--- config.mk ---
export PLATFORM = sky130hd
export DESIGN_NAME = aligned_slot_bitmap_allocator_unit
export DESIGN_NICKNAME = d
export VERILOG_FILES = /design/src/rtl/asba_pkg.sv /design/src/rtl/asba_ram.sv /design/src/rtl/asba_word_unit.sv /design/src/rtl/aligned_slot_bitmap_allocator_unit.sv
export SDC_FILE = /design/constraint.sdc
export NUM_CORES = 1
export LEC_CHECK = 0
export BUFFER_PORTS_ARGS = -buffer_cell sky130_fd_sc_hd__buf_4
export CAP_MARGIN = 20
export CORE_ASPECT_RATIO = 0.8
export CORE_MARGIN = 4
export CORE_UTILIZATION = 40
export DETAILED_ROUTE_END_ITERATION = 10
export PLACE_DENSITY_LB_ADDON = 0.2
export SYNTH_ARGS = -nofsm -noshare
export SYNTH_HDL_FRONTEND = slang
export SYNTH_HIERARCHICAL = 1
export SYNTH_SLANG_ARGS = --single-unit
--- constraint.sdc ---
create_clock -name clk_i -period 6.15 [get_ports clk_i]
set_clock_uncertainty 0.15 [all_clocks]
set_input_delay 0.9225 -clock clk_i [delete_from_list [all_inputs] [get_ports clk_i]]
set_output_delay 0.9225 -clock clk_i [all_outputs]
set_load 0.01 [all_outputs]
--- src/rtl/asba_pkg.sv ---
// Package for the aligned slot bitmap allocator.
// Holds the request codes, sequencer states, sizing constants and the word scan result type.
// No dependencies.
package asba_pkg;

  localparam int unsigned SLOT_COUNT_DEF = 256;
  localparam int unsigned MAX_SLOTS      = 256;
  localparam int unsigned WORD_BITS      = 32;
  localparam int unsigned BIT_W          = 5;

  // Request kinds; the two codes above query carry no meaning.
  typedef enum logic [2:0] {
    KIND_ALLOC_FIRST = 3'd0,
    KIND_ALLOC_END   = 3'd1,
    KIND_ALLOC_AT    = 3'd2,
    KIND_RESERVE     = 3'd3,
    KIND_RELEASE     = 3'd4,
    KIND_QUERY       = 3'd5
  } kind_e;

  localparam logic [1:0] SPAN_REF = 2'd0;
  localparam logic [1:0] SPAN_ONE = 2'd1;
  localparam logic [1:0] SPAN_TWO = 2'd2;
  localparam logic [1:0] SPAN_BAD = 2'd3;

  typedef enum logic [3:0] {
    ST_IDLE,
    ST_DISPATCH,
    ST_SCAN,
    ST_FEND,
    ST_CHK_RD,
    ST_CHK_EVAL,
    ST_WR_RD,
    ST_WR_EVAL,
    ST_DONE
  } state_e;

  typedef struct packed {
    logic             ff_found;
    logic [BIT_W-1:0] ff_bit;
    logic             hi_found;
    logic [BIT_W-1:0] hi_bit;
  } scan_res_t;

endpackage

--- src/rtl/asba_ram.sv ---
// Generic single-write, single-read RAM with registered read data.
// No package dependencies.
module asba_ram #(
  parameter int unsigned WIDTH = 32,
  parameter int unsigned DEPTH = 8
) (
  input  logic                                   clk_i,
  input  logic                                   we_i,
  input  logic [(DEPTH > 1 ? $clog2(DEPTH) : 1)-1:0] waddr_i,
  input  logic [WIDTH-1:0]                       wdata_i,
  input  logic                                   re_i,
  input  logic [(DEPTH > 1 ? $clog2(DEPTH) : 1)-1:0] raddr_i,
  output logic [WIDTH-1:0]                       rdata_o
);

  logic [WIDTH-1:0] mem [DEPTH];

  always_ff @(posedge clk_i) begin
    if (we_i) begin
      mem[waddr_i] <= wdata_i;
    end
    if (re_i) begin
      rdata_o <= mem[raddr_i];
    end
  end

endmodule

--- src/rtl/asba_word_unit.sv ---
// Shared word evaluator: bound mask, first free aligned span and highest used slot of one word.
// Depends on asba_pkg.
module asba_word_unit
  import asba_pkg::*;
#(
  parameter int unsigned WORD_AW = 3
) (
  input  logic [WORD_BITS-1:0] word_i,
  input  logic [WORD_AW-1:0]   word_idx_i,
  input  logic [8:0]           cap_i,
  input  logic                 two_i,
  output scan_res_t            res_o
);

  logic [9:0]           base;
  logic [WORD_BITS-1:0] incap;
  logic [WORD_BITS-1:0] cand;
  logic [WORD_BITS-1:0] used;

  assign base = 10'(word_idx_i) << BIT_W;

  always_comb begin
    for (int b = 0; b < WORD_BITS; b++) begin
      incap[b] = (base + 10'(b)) < {1'b0, cap_i};
    end
    for (int b = 0; b < WORD_BITS; b++) begin
      used[b] = word_i[b] & incap[b];
      if (!two_i) begin
        cand[b] = ~word_i[b] & incap[b];
      end else if ((b % 2) == 0) begin
        cand[b] = ~word_i[b] & ~word_i[(b + 1) % WORD_BITS] & incap[(b + 1) % WORD_BITS];
      end else begin
        cand[b] = 1'b0;
      end
    end
  end

  always_comb begin
    res_o = '0;
    // Lowest candidate wins: scan downward so the last hit is the lowest.
    for (int b = WORD_BITS - 1; b >= 0; b--) begin
      if (cand[b]) begin
        res_o.ff_found = 1'b1;
        res_o.ff_bit   = BIT_W'(b);
      end
    end
    for (int b = 0; b < WORD_BITS; b++) begin
      if (used[b]) begin
        res_o.hi_found = 1'b1;
        res_o.hi_bit   = BIT_W'(b);
      end
    end
  end

endmodule

--- src/rtl/aligned_slot_bitmap_allocator_unit.sv ---
// Aligned slot bitmap allocator: used-bit map in a word RAM, served by a small sequencer.
// One item at a time: a new item is accepted only after the result of the last one has been
// loaded into the output register, and a stalled result holds the unit in its done state. The
// scan of first-fit and from-end reads one map word per cycle.
// Reset: slots read free through per-word valid bits, high-water -1, active_slots 256.
module aligned_slot_bitmap_allocator_unit
  import asba_pkg::*;
#(
  parameter int unsigned SLOT_COUNT = SLOT_COUNT_DEF
) (
  input  logic              clk_i,
  input  logic              rst_ni,
  input  logic              cfg_valid_i,
  output logic              cfg_ready_o,
  input  logic [8:0]        cfg_active_slots_i,
  input  logic              in_valid_i,
  output logic              in_ready_o,
  input  logic [2:0]        kind_i,
  input  logic [7:0]        slot_index_i,
  input  logic [1:0]        span_slots_i,
  output logic              out_valid_o,
  input  logic              out_ready_i,
  output logic              ok_o,
  output logic [7:0]        result_slot_o,
  output logic              slot_used_o,
  output logic signed [8:0] high_water_o
);

  // Slots beyond 256 can never fall under the usable bound, so the map stops there.
  localparam int unsigned MAP_SLOTS = (SLOT_COUNT < MAX_SLOTS) ? SLOT_COUNT : MAX_SLOTS;
  localparam int unsigned WORDS     = (MAP_SLOTS + WORD_BITS - 1) / WORD_BITS;
  localparam int unsigned AW        = (WORDS > 1) ? $clog2(WORDS) : 1;

  state_e state_q, state_d;

  logic [8:0]           active_q;
  logic [2:0]           kind_q;
  logic [7:0]           idx_q;
  logic [1:0]           span_q;
  logic [7:0]           s_q, s_d;
  logic                 j_q, j_d;
  logic                 val_q, val_d;
  logic                 alloc_q, alloc_d;
  logic [8:0]           next_q, next_d;
  logic [AW:0]          w_q, w_d;
  logic [AW-1:0]        rdw_q, rdw_d;
  logic                 rvalid_q, rvalid_d;
  logic                 rd_vld_q;
  logic [WORDS-1:0]     vld_q;
  logic                 ok_q, ok_d;
  logic [7:0]           res_q, res_d;
  logic                 used_q, used_d;
  logic signed [8:0]    hw_q, hw_d;
  logic                 out_valid_q, out_valid_d;
  logic                 out_ok_q;
  logic [7:0]           out_res_q;
  logic                 out_used_q;
  logic signed [8:0]    out_hw_q;

  logic                 two;
  logic [8:0]           cap;
  logic                 idx_ok;
  logic                 span_in_range;
  logic [7:0]           cur_slot;
  logic [WORD_BITS-1:0] word;
  logic [WORD_BITS-1:0] cur_onehot;
  logic [WORD_BITS-1:0] ff_mask;
  logic [9:0]           eval_base;
  logic [7:0]           ff_slot;
  logic [8:0]           aligned;
  logic                 fend_fits;
  logic                 last_word;
  logic                 cur_used;
  logic                 done_load;
  scan_res_t            scan;

  logic                 ram_re;
  logic [AW-1:0]        ram_raddr;
  logic                 ram_we;
  logic [AW-1:0]        ram_waddr;
  logic [WORD_BITS-1:0] ram_wdata;
  logic [WORD_BITS-1:0] ram_rdata;

  asba_ram #(
    .WIDTH (WORD_BITS),
    .DEPTH (WORDS)
  ) u_map (
    .clk_i   (clk_i),
    .we_i    (ram_we),
    .waddr_i (ram_waddr),
    .wdata_i (ram_wdata),
    .re_i    (ram_re),
    .raddr_i (ram_raddr),
    .rdata_o (ram_rdata)
  );

  asba_word_unit #(
    .WORD_AW (AW)
  ) u_word (
    .word_i     (word),
    .word_idx_i (rdw_q),
    .cap_i      (cap),
    .two_i      (two),
    .res_o      (scan)
  );

  // Shared decode of the latched item.
  assign two           = (span_q == SPAN_TWO);
  assign cap           = (active_q > 9'(MAP_SLOTS)) ? 9'(MAP_SLOTS) : active_q;
  assign idx_ok        = {1'b0, idx_q} < cap;
  assign span_in_range = ({2'b00, idx_q} + (two ? 10'd2 : 10'd1)) <= {1'b0, cap};
  assign cur_slot      = s_q + 8'(j_q);
  // A word that was never written reads as all free.
  assign word          = rd_vld_q ? ram_rdata : '0;
  assign cur_onehot    = WORD_BITS'(1) << cur_slot[BIT_W-1:0];
  assign cur_used      = word[cur_slot[BIT_W-1:0]];
  assign ff_mask       = (two ? WORD_BITS'(3) : WORD_BITS'(1)) << scan.ff_bit;
  assign eval_base     = 10'(rdw_q) << BIT_W;
  assign ff_slot       = 8'(eval_base | 10'(scan.ff_bit));
  assign last_word     = (rdw_q == AW'(WORDS - 1));
  assign aligned       = (two && next_q[0]) ? next_q + 9'd1 : next_q;
  assign fend_fits     = ({1'b0, aligned} + (two ? 10'd2 : 10'd1)) <= {1'b0, cap};
  assign done_load     = (state_q == ST_DONE) && (!out_valid_q || out_ready_i);

  function automatic logic signed [8:0] raise_hw(logic signed [8:0] hw, logic [7:0] top);
    raise_hw = (hw[8] || (top > hw[7:0])) ? $signed({1'b0, top}) : hw;
  endfunction

  // Next state.
  always_comb begin
    state_d = state_q;
    case (state_q)
      ST_IDLE: begin
        if (in_valid_i) state_d = ST_DISPATCH;
      end
      ST_DISPATCH: begin
        if (kind_q == KIND_QUERY) begin
          state_d = idx_ok ? ST_CHK_RD : ST_DONE;
        end else if (span_q == SPAN_BAD) begin
          state_d = ST_DONE;
        end else begin
          case (kind_q)
            KIND_ALLOC_FIRST, KIND_ALLOC_END: state_d = ST_SCAN;
            KIND_ALLOC_AT:                    state_d = span_in_range ? ST_CHK_RD : ST_DONE;
            KIND_RESERVE, KIND_RELEASE:       state_d = span_in_range ? ST_WR_RD : ST_DONE;
            default:                          state_d = ST_DONE;
          endcase
        end
      end
      ST_SCAN: begin
        if (rvalid_q) begin
          if (kind_q == KIND_ALLOC_FIRST && scan.ff_found) begin
            state_d = ST_DONE;
          end else if (last_word) begin
            state_d = (kind_q == KIND_ALLOC_FIRST) ? ST_DONE : ST_FEND;
          end
        end
      end
      ST_FEND: begin
        state_d = fend_fits ? ST_WR_RD : ST_DONE;
      end
      ST_CHK_RD: begin
        state_d = ST_CHK_EVAL;
      end
      ST_CHK_EVAL: begin
        if (kind_q == KIND_QUERY || cur_used) begin
          state_d = ST_DONE;
        end else if (j_q == two) begin
          state_d = ST_WR_RD;
        end else begin
          state_d = ST_CHK_RD;
        end
      end
      ST_WR_RD: begin
        state_d = ST_WR_EVAL;
      end
      ST_WR_EVAL: begin
        state_d = (j_q == two) ? ST_DONE : ST_WR_RD;
      end
      ST_DONE: begin
        if (done_load) state_d = ST_IDLE;
      end
      default: state_d = ST_IDLE;
    endcase
  end

  // Handshake and map port controls.
  always_comb begin
    in_ready_o  = (state_q == ST_IDLE);
    cfg_ready_o = 1'b1;
    ram_re      = 1'b0;
    ram_raddr   = AW'(cur_slot >> BIT_W);
    ram_we      = 1'b0;
    ram_waddr   = rdw_q;
    ram_wdata   = word;
    case (state_q)
      ST_SCAN: begin
        ram_raddr = w_q[AW-1:0];
        ram_re    = (w_q < (AW + 1)'(WORDS));
        if (rvalid_q && kind_q == KIND_ALLOC_FIRST && scan.ff_found) begin
          ram_we    = 1'b1;
          ram_wdata = word | ff_mask;
        end
      end
      ST_CHK_RD, ST_WR_RD: begin
        ram_re = 1'b1;
      end
      ST_WR_EVAL: begin
        ram_we    = 1'b1;
        ram_waddr = AW'(cur_slot >> BIT_W);
        ram_wdata = val_q ? (word | cur_onehot) : (word & ~cur_onehot);
      end
      default: begin
      end
    endcase
  end

  // Datapath registers.
  always_comb begin
    s_d         = s_q;
    j_d         = j_q;
    val_d       = val_q;
    alloc_d     = alloc_q;
    next_d      = next_q;
    w_d         = w_q;
    rdw_d       = ram_raddr;
    rvalid_d    = ram_re && (state_q == ST_SCAN);
    ok_d        = ok_q;
    res_d       = res_q;
    used_d      = used_q;
    hw_d        = hw_q;
    out_valid_d = out_valid_q;
    if (out_valid_q && out_ready_i) out_valid_d = 1'b0;
    case (state_q)
      ST_DISPATCH: begin
        s_d     = idx_q;
        j_d     = 1'b0;
        val_d   = (kind_q == KIND_RESERVE);
        alloc_d = 1'b0;
        next_d  = '0;
        w_d     = '0;
        ok_d    = 1'b0;
        res_d   = '0;
        used_d  = 1'b0;
      end
      ST_SCAN: begin
        if (ram_re) w_d = w_q + (AW + 1)'(1);
        if (rvalid_q) begin
          if (kind_q == KIND_ALLOC_FIRST) begin
            if (scan.ff_found) begin
              ok_d  = 1'b1;
              res_d = ff_slot;
              hw_d  = raise_hw(hw_q, ff_slot + 8'(two));
            end
          end else if (scan.hi_found) begin
            next_d = 9'(eval_base | 10'(scan.hi_bit)) + 9'd1;
          end
        end
      end
      ST_FEND: begin
        s_d     = aligned[7:0];
        j_d     = 1'b0;
        val_d   = 1'b1;
        alloc_d = 1'b1;
      end
      ST_CHK_EVAL: begin
        if (kind_q == KIND_QUERY) begin
          ok_d   = 1'b1;
          used_d = cur_used;
        end else if (!cur_used) begin
          if (j_q == two) begin
            j_d     = 1'b0;
            val_d   = 1'b1;
            alloc_d = 1'b1;
          end else begin
            j_d = 1'b1;
          end
        end
      end
      ST_WR_EVAL: begin
        if (j_q == two) begin
          ok_d = 1'b1;
          if (alloc_q) begin
            res_d = s_q;
            hw_d  = raise_hw(hw_q, s_q + 8'(two));
          end
        end else begin
          j_d = 1'b1;
        end
      end
      ST_DONE: begin
        if (done_load) out_valid_d = 1'b1;
      end
      default: begin
      end
    endcase
  end

  always_ff @(posedge clk_i or negedge rst_ni) begin
    if (!rst_ni) begin
      state_q     <= ST_IDLE;
      active_q    <= 9'(MAX_SLOTS);
      hw_q        <= -9'sd1;
      vld_q       <= '0;
      out_valid_q <= 1'b0;
      rvalid_q    <= 1'b0;
    end else begin
      state_q     <= state_d;
      hw_q        <= hw_d;
      out_valid_q <= out_valid_d;
      rvalid_q    <= rvalid_d;
      if (cfg_valid_i) active_q <= cfg_active_slots_i;
      if (ram_we) vld_q[ram_waddr] <= 1'b1;
    end
  end

  always_ff @(posedge clk_i) begin
    if (in_valid_i && in_ready_o) begin
      kind_q <= kind_i;
      idx_q  <= slot_index_i;
      span_q <= span_slots_i;
    end
    s_q      <= s_d;
    j_q      <= j_d;
    val_q    <= val_d;
    alloc_q  <= alloc_d;
    next_q   <= next_d;
    w_q      <= w_d;
    rdw_q    <= rdw_d;
    rd_vld_q <= vld_q[ram_raddr];
    ok_q     <= ok_d;
    res_q    <= res_d;
    used_q   <= used_d;
    if (done_load) begin
      out_ok_q   <= ok_q;
      out_res_q  <= res_q;
      out_used_q <= used_q;
      out_hw_q   <= hw_q;
    end
  end

  assign out_valid_o   = out_valid_q;
  assign ok_o          = out_ok_q;
  assign result_slot_o = out_res_q;
  assign slot_used_o   = out_used_q;
  assign high_water_o  = out_hw_q;

endmodule
* Word level (Yosys, flattened, before mapping)
Memory sizes are Yosys's and may differ from the RTL's. A register that Yosys moved wholly into a read port is not among the register bits. Index checks and enable logic that the tools add are counted.
Word-level totals: register bits 102, bits in writable memories 256, input port bits 27, output and inout bits 22, word-level logic and storage cells 491, memories kept 1
Operators by class: add/subtract/negate cells 39, $lt $le $gt $ge 43, eq/ne operators 35, shifts and indexed selects 2, mux-type cells 175, bitwise logic cells 135, reductions and logical operators 37
Memory list:
- u_map.mem | words 8, width 32, rd ports 1, clocked after memory_dff 1, wr ports 1, line asba_ram.sv:16 | logic [WIDTH-1:0] mem [DEPTH];
Operators by type and width (number):
- $mux W6 | 64
- $lt A10 B9 Y1 | 31
- $add A8 B5 Y9 const B | 16
- $mux W9 | 12
- $and A1 B1 Y1 | 96
- $mux W32 | 3
- $add A8 B4 Y9 const B | 8
- $or A32 B32 Y32 | 2
- $pmux W32 S2 | 1
- $mux W4 | 15
- $mux W1 | 53
- $mux W8 | 5
- $add A8 B3 Y9 const B | 4
- $pmux W4 S9 | 1
- $pmux W9 S2 | 2
- $and A32 B32 Y32 | 1
- $ne A2 B2 Y1 const B | 16
- $not A1 Y1 | 32
- $not A32 Y32 | 1
- $shl A1 B5 Y32 const A | 1
- $shl A2 B5 Y32 | 1
- $add A8 B1 Y8 | 3
- $pmux W8 S3 | 1
- $le A10 B9 Y1 | 2
- other kinds (50) | 95

* Longest topological paths before layout
word-level depth 46, gate-level depth with buffers 29, mapped depth without buffers 25

* By module
The synthesis kept the hierarchy.
By module, submodules not included:
- asba_ram | times used 1, cells an instance 415, area an instance 10786.6 sq um
- aligned_slot_bitmap_allocator_unit | times used 1, cells an instance 837, area an instance 7871.3 sq um
- asba_word_unit | times used 1, cells an instance 391, area an instance 2468.6 sq um

* Worst setup path after synthesis
Ideal clock, no wire load.
path kind reg-to-reg, start point reg active_q[8], end point mem u_map.mem[0][0], enable pin, setup time 461 ps, data arrival time 5479 ps, setup slack 60 ps, stages on the path, launching flop included 21, path buffers 3, period minus slack after synthesis 6090 ps, cells stage by stage dfstp_2 > clkinv_1 > nand2_1 > inv_1 > inv_1 > ha_1 > and4b_1 > buf_4 > buf_6 > a21oi_1 > o21ai_0 > a32o_1 > o21ai_0 > nor3_1 > nand2_1 > nand3_1 > or2_1 > clkbuf_1 > nand2_1 > nand2b_1 > nor3_1
RTL lines:
- start, declared | line aligned_slot_bitmap_allocator_unit.sv:36 | logic [8:0] active_q;
- start signal, assigned | line aligned_slot_bitmap_allocator_unit.sv:302 | active_q <= 9'(MAX_SLOTS);
- start signal, assigned | line aligned_slot_bitmap_allocator_unit.sv:312 | if (cfg_valid_i) active_q <= cfg_active_slots_i;
- end, declared | line asba_ram.sv:16

* Final worst setup path
start point reg active_q[8], end point reg hw_q[6]
Between the ends: word-level cells in the longest chain between the ends 44, elaborated cells on any way between the ends 158, those cells by class add/sub (1); order compare (34); eq/ne (2); mux (70); bitwise (49); reduce/logical (2)
RTL lines:
- $gt A9 B9 Y1 * | line aligned_slot_bitmap_allocator_unit.sv:109 | assign cap = (active_q > 9'(MAP_SLOTS)) ? 9'(MAP_SLOTS) : active_q;
- $mux W9 * | line aligned_slot_bitmap_allocator_unit.sv:109
- named net cap[6] | line aligned_slot_bitmap_allocator_unit.sv:61 | logic [8:0] cap;
- $lt A10 B9 Y1 | line asba_word_unit.sv:24 | incap[b] = (base + 10'(b)) < {1'b0, cap_i};
- $and A1 B1 Y1 | line asba_word_unit.sv:29 | cand[b] = ~word_i[b] & incap[b];
- $mux W1 | line asba_word_unit.sv:28 | if (!two_i) begin
- $mux W6 (31 in series) | line asba_word_unit.sv:42 | if (cand[b]) begin
- $mux W6 * | line asba_word_unit.sv:42
- $or A8 B5 Y8 * | line aligned_slot_bitmap_allocator_unit.sv:119 | assign ff_slot = 8'(eval_base | 10'(scan.ff_bit));
- named net ff_slot[0] | line aligned_slot_bitmap_allocator_unit.sv:69 | logic [7:0] ff_slot;
- $add A8 B1 Y8 * | line aligned_slot_bitmap_allocator_unit.sv:253 | hw_d = raise_hw(hw_q, ff_slot + 8'(two));
- parallel branches: the longest is 5 deep, another holds $gt A8 B8 Y1
- end signal, assigned | line aligned_slot_bitmap_allocator_unit.sv:303 | hw_q <= -9'sd1;
- end signal, assigned | line aligned_slot_bitmap_allocator_unit.sv:309 | hw_q <= hw_d;
- end, declared | line aligned_slot_bitmap_allocator_unit.sv:53 | logic signed [8:0] hw_q, hw_d;
Mark *: on every way through the listed nets, which the timed path passes. The select of a mux whose other input is x is not followed. A chain may end at the register's enable or synchronous reset.

==> flow_summary_export.csv <==
group,metric,value,unit
synthesis,synth_simple_gate_area_share,11.6,%
sta,tns,0,ns
final_layout,seqCellArea,11500,sq um
sta,period_needed,5.80,ns
synthesis,yosys.area_share.adder,3.57,%
clock_tree,clockBufferDepth,3,
floorplan,die_y,214,um
power,power_density,517,nW/um^2
sta,fmax,0.173,GHz
final_layout,antenna_cells,0,
grt,antenna_found_initial,1,
worst_setup_path,critical_path.endpoint,"hw_q[6]$_DFFE_PN1P_",
sta,holdWs,0.178,ns
final_layout,final_util,46.5,%
clock_tree,cts_tree,"done",
sta,hold_viol_final,0,
floorplan,row_count,75,
synthesis,ys_ff_latch,390,
synthesis,syn_nets,1727,
clock_tree,ctsRootBufferMaster,"clkbuf_16",
grt,grt_pass1_vias,14000,
sta,timing.slew.headroom,26.4,%
floorplan,io-pin-count,49,
routing,wl,61.7,mm
routing,route.met2.wl,25.8,mm
worst_setup_path,critPathTopFamily,"simple AND/OR/NAND/NOR gates",
routing,dr.first_iter.drc_count,1526,
sta,period_share,94.2,%
synthesis,synthFlopType,"edfxtp_1",
worst_setup_path,r2r-start,"active_q[8]$_DFFE_PN1P_",
routing,ant_nets,0,
routing,wl_met3,5.16,mm
clock_tree,holdBufCountCts,0,
synthesis,synth_area_per_cell,12.9,sq um
synthesis,yosysWarnings,6,
final_layout,drive_gt1_share,20.7,%
worst_setup_path,worst-path-stages,26,
place,io_buffers,47,
synthesis,synth_mux_area_share,13.6,%
power,p_leak,0.00884,uW
clock_tree,clock_latency,0.56,ns
synthesis,synth_xor_area_share,1.95,%
routing,wire_per_inst,25.1,um
sta,worst_slew_pin_slew,1.09,ns
worst_setup_path,r2r_slack,0.35,ns
synthesis,synth_edf_count,354,
synthesis,yosys.cell_types.count,108,
clock_tree,cts_buffers,41,
place,dpl.hpwl,43.4,mm
worst_setup_path,cp_num_buf_inv,6,
worst_setup_path,reg2reg_to,"hw_q[6]$_DFFE_PN1P_",
synthesis,synth_top_family_by_area,"multiplexers",
sta,setup_viol,0,
final_layout,multiInputGateArea,9010,sq um
worst_setup_path,cp-end-kind,"flop",
worst_setup_path,cp_max_fo,26,
flow_run,cap_viol_max_count,0,
routing,drc_errors,0,
run_status,status,"finished clean",
worst_setup_path,criticalPathCategory,"flop to flop",
floorplan,coreArea,52400,sq um
worst_setup_path,r2r_cells,26,
synthesis,synth_area,21100,sq um
place,dpl_cell_area,22800,sq um
worst_setup_path,cp_slowest_cell,"dfstp_2",
sta,rsz0062_at_grt,"false",
worst_setup_path,critPathLaunch,"active_q[8]$_DFFE_PN1P_",
routing,wl_met1,29.9,mm
floorplan,die_area,56600,sq um
floorplan,initial_utilization,40.3,%
routing,avgViaCountPerCell,5.98,
final_layout,area_growth,15.2,%
grt,grt_pass1_wl,91.3,mm
synthesis,synthCells,1643,
power,vdd_drop_max,0.293,mV
clock_tree,htreeDepth,2,
worst_hold_path,worst_hold_path_type,"input port to asynchronous set/reset pin",
synthesis,synth_compound_area_share,11.1,%
clock_tree,cts_num_sinks,390,
synthesis,async_reset_ff_share,8.21,%
grt,grt_max_degree,36,
grt,overflow,0,
worst_setup_path,required,6.47,ns
worst_setup_path,start_kind,"flop",
final_layout,fill_cells,4687,
grt,grt_util_all_layers,21.3,%
synthesis,ys_seq_area_share,54.5,%
clock_tree,clk_pin_slew,0.06,ns
routing,first_pass_iters,6,
sta,slew_viol_final,0,
worst_setup_path,critPathMaxStageDelay,0.55,ns
worst_setup_path,crit_arrival,6.12,ns
final_layout,postLayoutCellArea,24300,sq um
floorplan,die_w,265,um
routing,maxUsedRoutingLayer,"met4",
routing,dr_total_vias,14700,
final_layout,fin_nets,1827,
place,place.gp.congestion,0.987,
synth_stat cells (8+ instances only):
cell | instances | area share [%]
buf_1 | 8 | 0.14
mux4_1 | 46 | 5.7
clkbuf_1 | 33 | 0.59
o211ai_1 | 10 | 0.36
o21ai_0 | 56 | 1.3
nand2b_1 | 27 | 0.80
mux2i_1 | 50 | 2.4
nor3_1 | 29 | 0.69
a31o_2 | 8 | 0.33
inv_1 | 54 | 0.96
nor2_1 | 93 | 1.7
o31ai_1 | 13 | 0.46
nor2_2 | 8 | 0.24
o22ai_1 | 13 | 0.38
a21oi_1 | 80 | 1.9
nor2b_1 | 14 | 0.41
ha_1 | 57 | 3.4
mux2_2 | 44 | 2.3
a21o_1 | 14 | 0.50
dfrtp_1 | 22 | 2.6
xnor2_1 | 30 | 1.2
and2_1 | 45 | 1.3
nand3_1 | 36 | 0.85
buf_6 | 17 | 0.91
buf_4 | 8 | 0.28
nand4_1 | 19 | 0.56
and3_1 | 18 | 0.53
a31oi_1 | 24 | 0.71
o21ai_1 | 23 | 0.54
nand2_1 | 123 | 2.2
a211oi_1 | 11 | 0.39
dfstp_2 | 10 | 1.2
edfxtp_1 | 354 | 50
or3_1 | 12 | 0.36
buf_2 | 28 | 0.66
mux4_2 | 28 | 3.0
xor2_1 | 17 | 0.70
how the worst min path moves through the flow:
stage                       start                    endpoint  slack [ns]  cells after the start
2_1_floorplan      ok_q$_DFFE_PP_              ok_o$_DFFE_PP_        0.25                      0
5_1_grt                    rst_ni      state_q[0]$_DFFE_PN0P_        0.20                      1
6_report                   rst_ni       out_valid_o$_DFF_PN0_        0.18                      1
3_5_place_dp   res_q[3]$_DFFE_PP_  result_slot_o[3]$_DFFE_PP_        0.25                      0
3_3_place_gp     used_q$_DFFE_PP_       slot_used_o$_DFFE_PP_        0.25                      0
4_1_cts                    rst_ni       out_valid_o$_DFF_PN0_        0.16                      1
what timing repair did:
action | CTS | global route
resized for setup | 0 | 21
endpoints found under the setup margin | 0 | 8
hold endpoints to repair | 0 | 0
buffers inserted | 0 | 7
layout make-up:
type,instances,share of cell area [%]
Tap cell,693,3.56
Inverter,59,0.967
Clock buffer,46,4.47
Timing Repair Buffer,149,5.19
Multi-Input combinational cell,1100,37.0
Clock inverter,25,1.36
Timing Repair inverter,2,0.0514
Sequential cell,390,47.4
cells in the final DEF, fill, tap and decap left out, types with 46 or more instances in the layout:
master    instances
edfxtp_1        354
buf_4           135
nand2_1         121
nor2_1           87
a21oi_1          74
ha_1             57
o21ai_0          55
inv_1            52
mux2i_1          50
mux4_1           46
registers in the layout, summed over array words and instances, names as in the netlist, 9 cells and up:
register	count
active_q	9
high_water_o	9
hw_q	9
next_q	9
u_map/mem	256
u_map/rdata_o	32
kinds of logic after synthesis:
family                   after synthesis
buffers and inverters                153
AND/OR/NAND/NOR                      473
AO/OA/AOI/OAI                        348
adder cells (fa/ha/maj)               61
flip-flops                           390
multiplexers                         170
other                                  1
XOR/XNOR                              47
power breakdown:
part | switching (uW) | internal (uW) | total (uW)
sequential | 389 | 3640 | 4030
combinational | 3520 | 2400 | 5920
clock | 1020 | 1610 | 2630
per-stage QoR:
stage / cells / setup slack, ns / total power (uW)
after floorplan: 1643 / 0.0599 / 7910
after global placement: 2382 / 0.321 / 9760
after detailed placement: 2383 / 0.108 / 9790
after CTS: 2454 / 0.0920 / 12500
after global routing: 2464 / 0.00375 / 13300
final: 2464 / 0.354 / 12600
layer usage:
| metal | global-route usage (%) | vias up |
|---|---|---|
| li1 | - | 6609 |
| met1 | 33.4 | 7472 |
| met2 | 30.7 | 586 |
| met3 | 4.86 | 69 |
| met4 | 3.90 | 0 |
| met5 | 0 | - |
(Power assumes the default switching activity.)
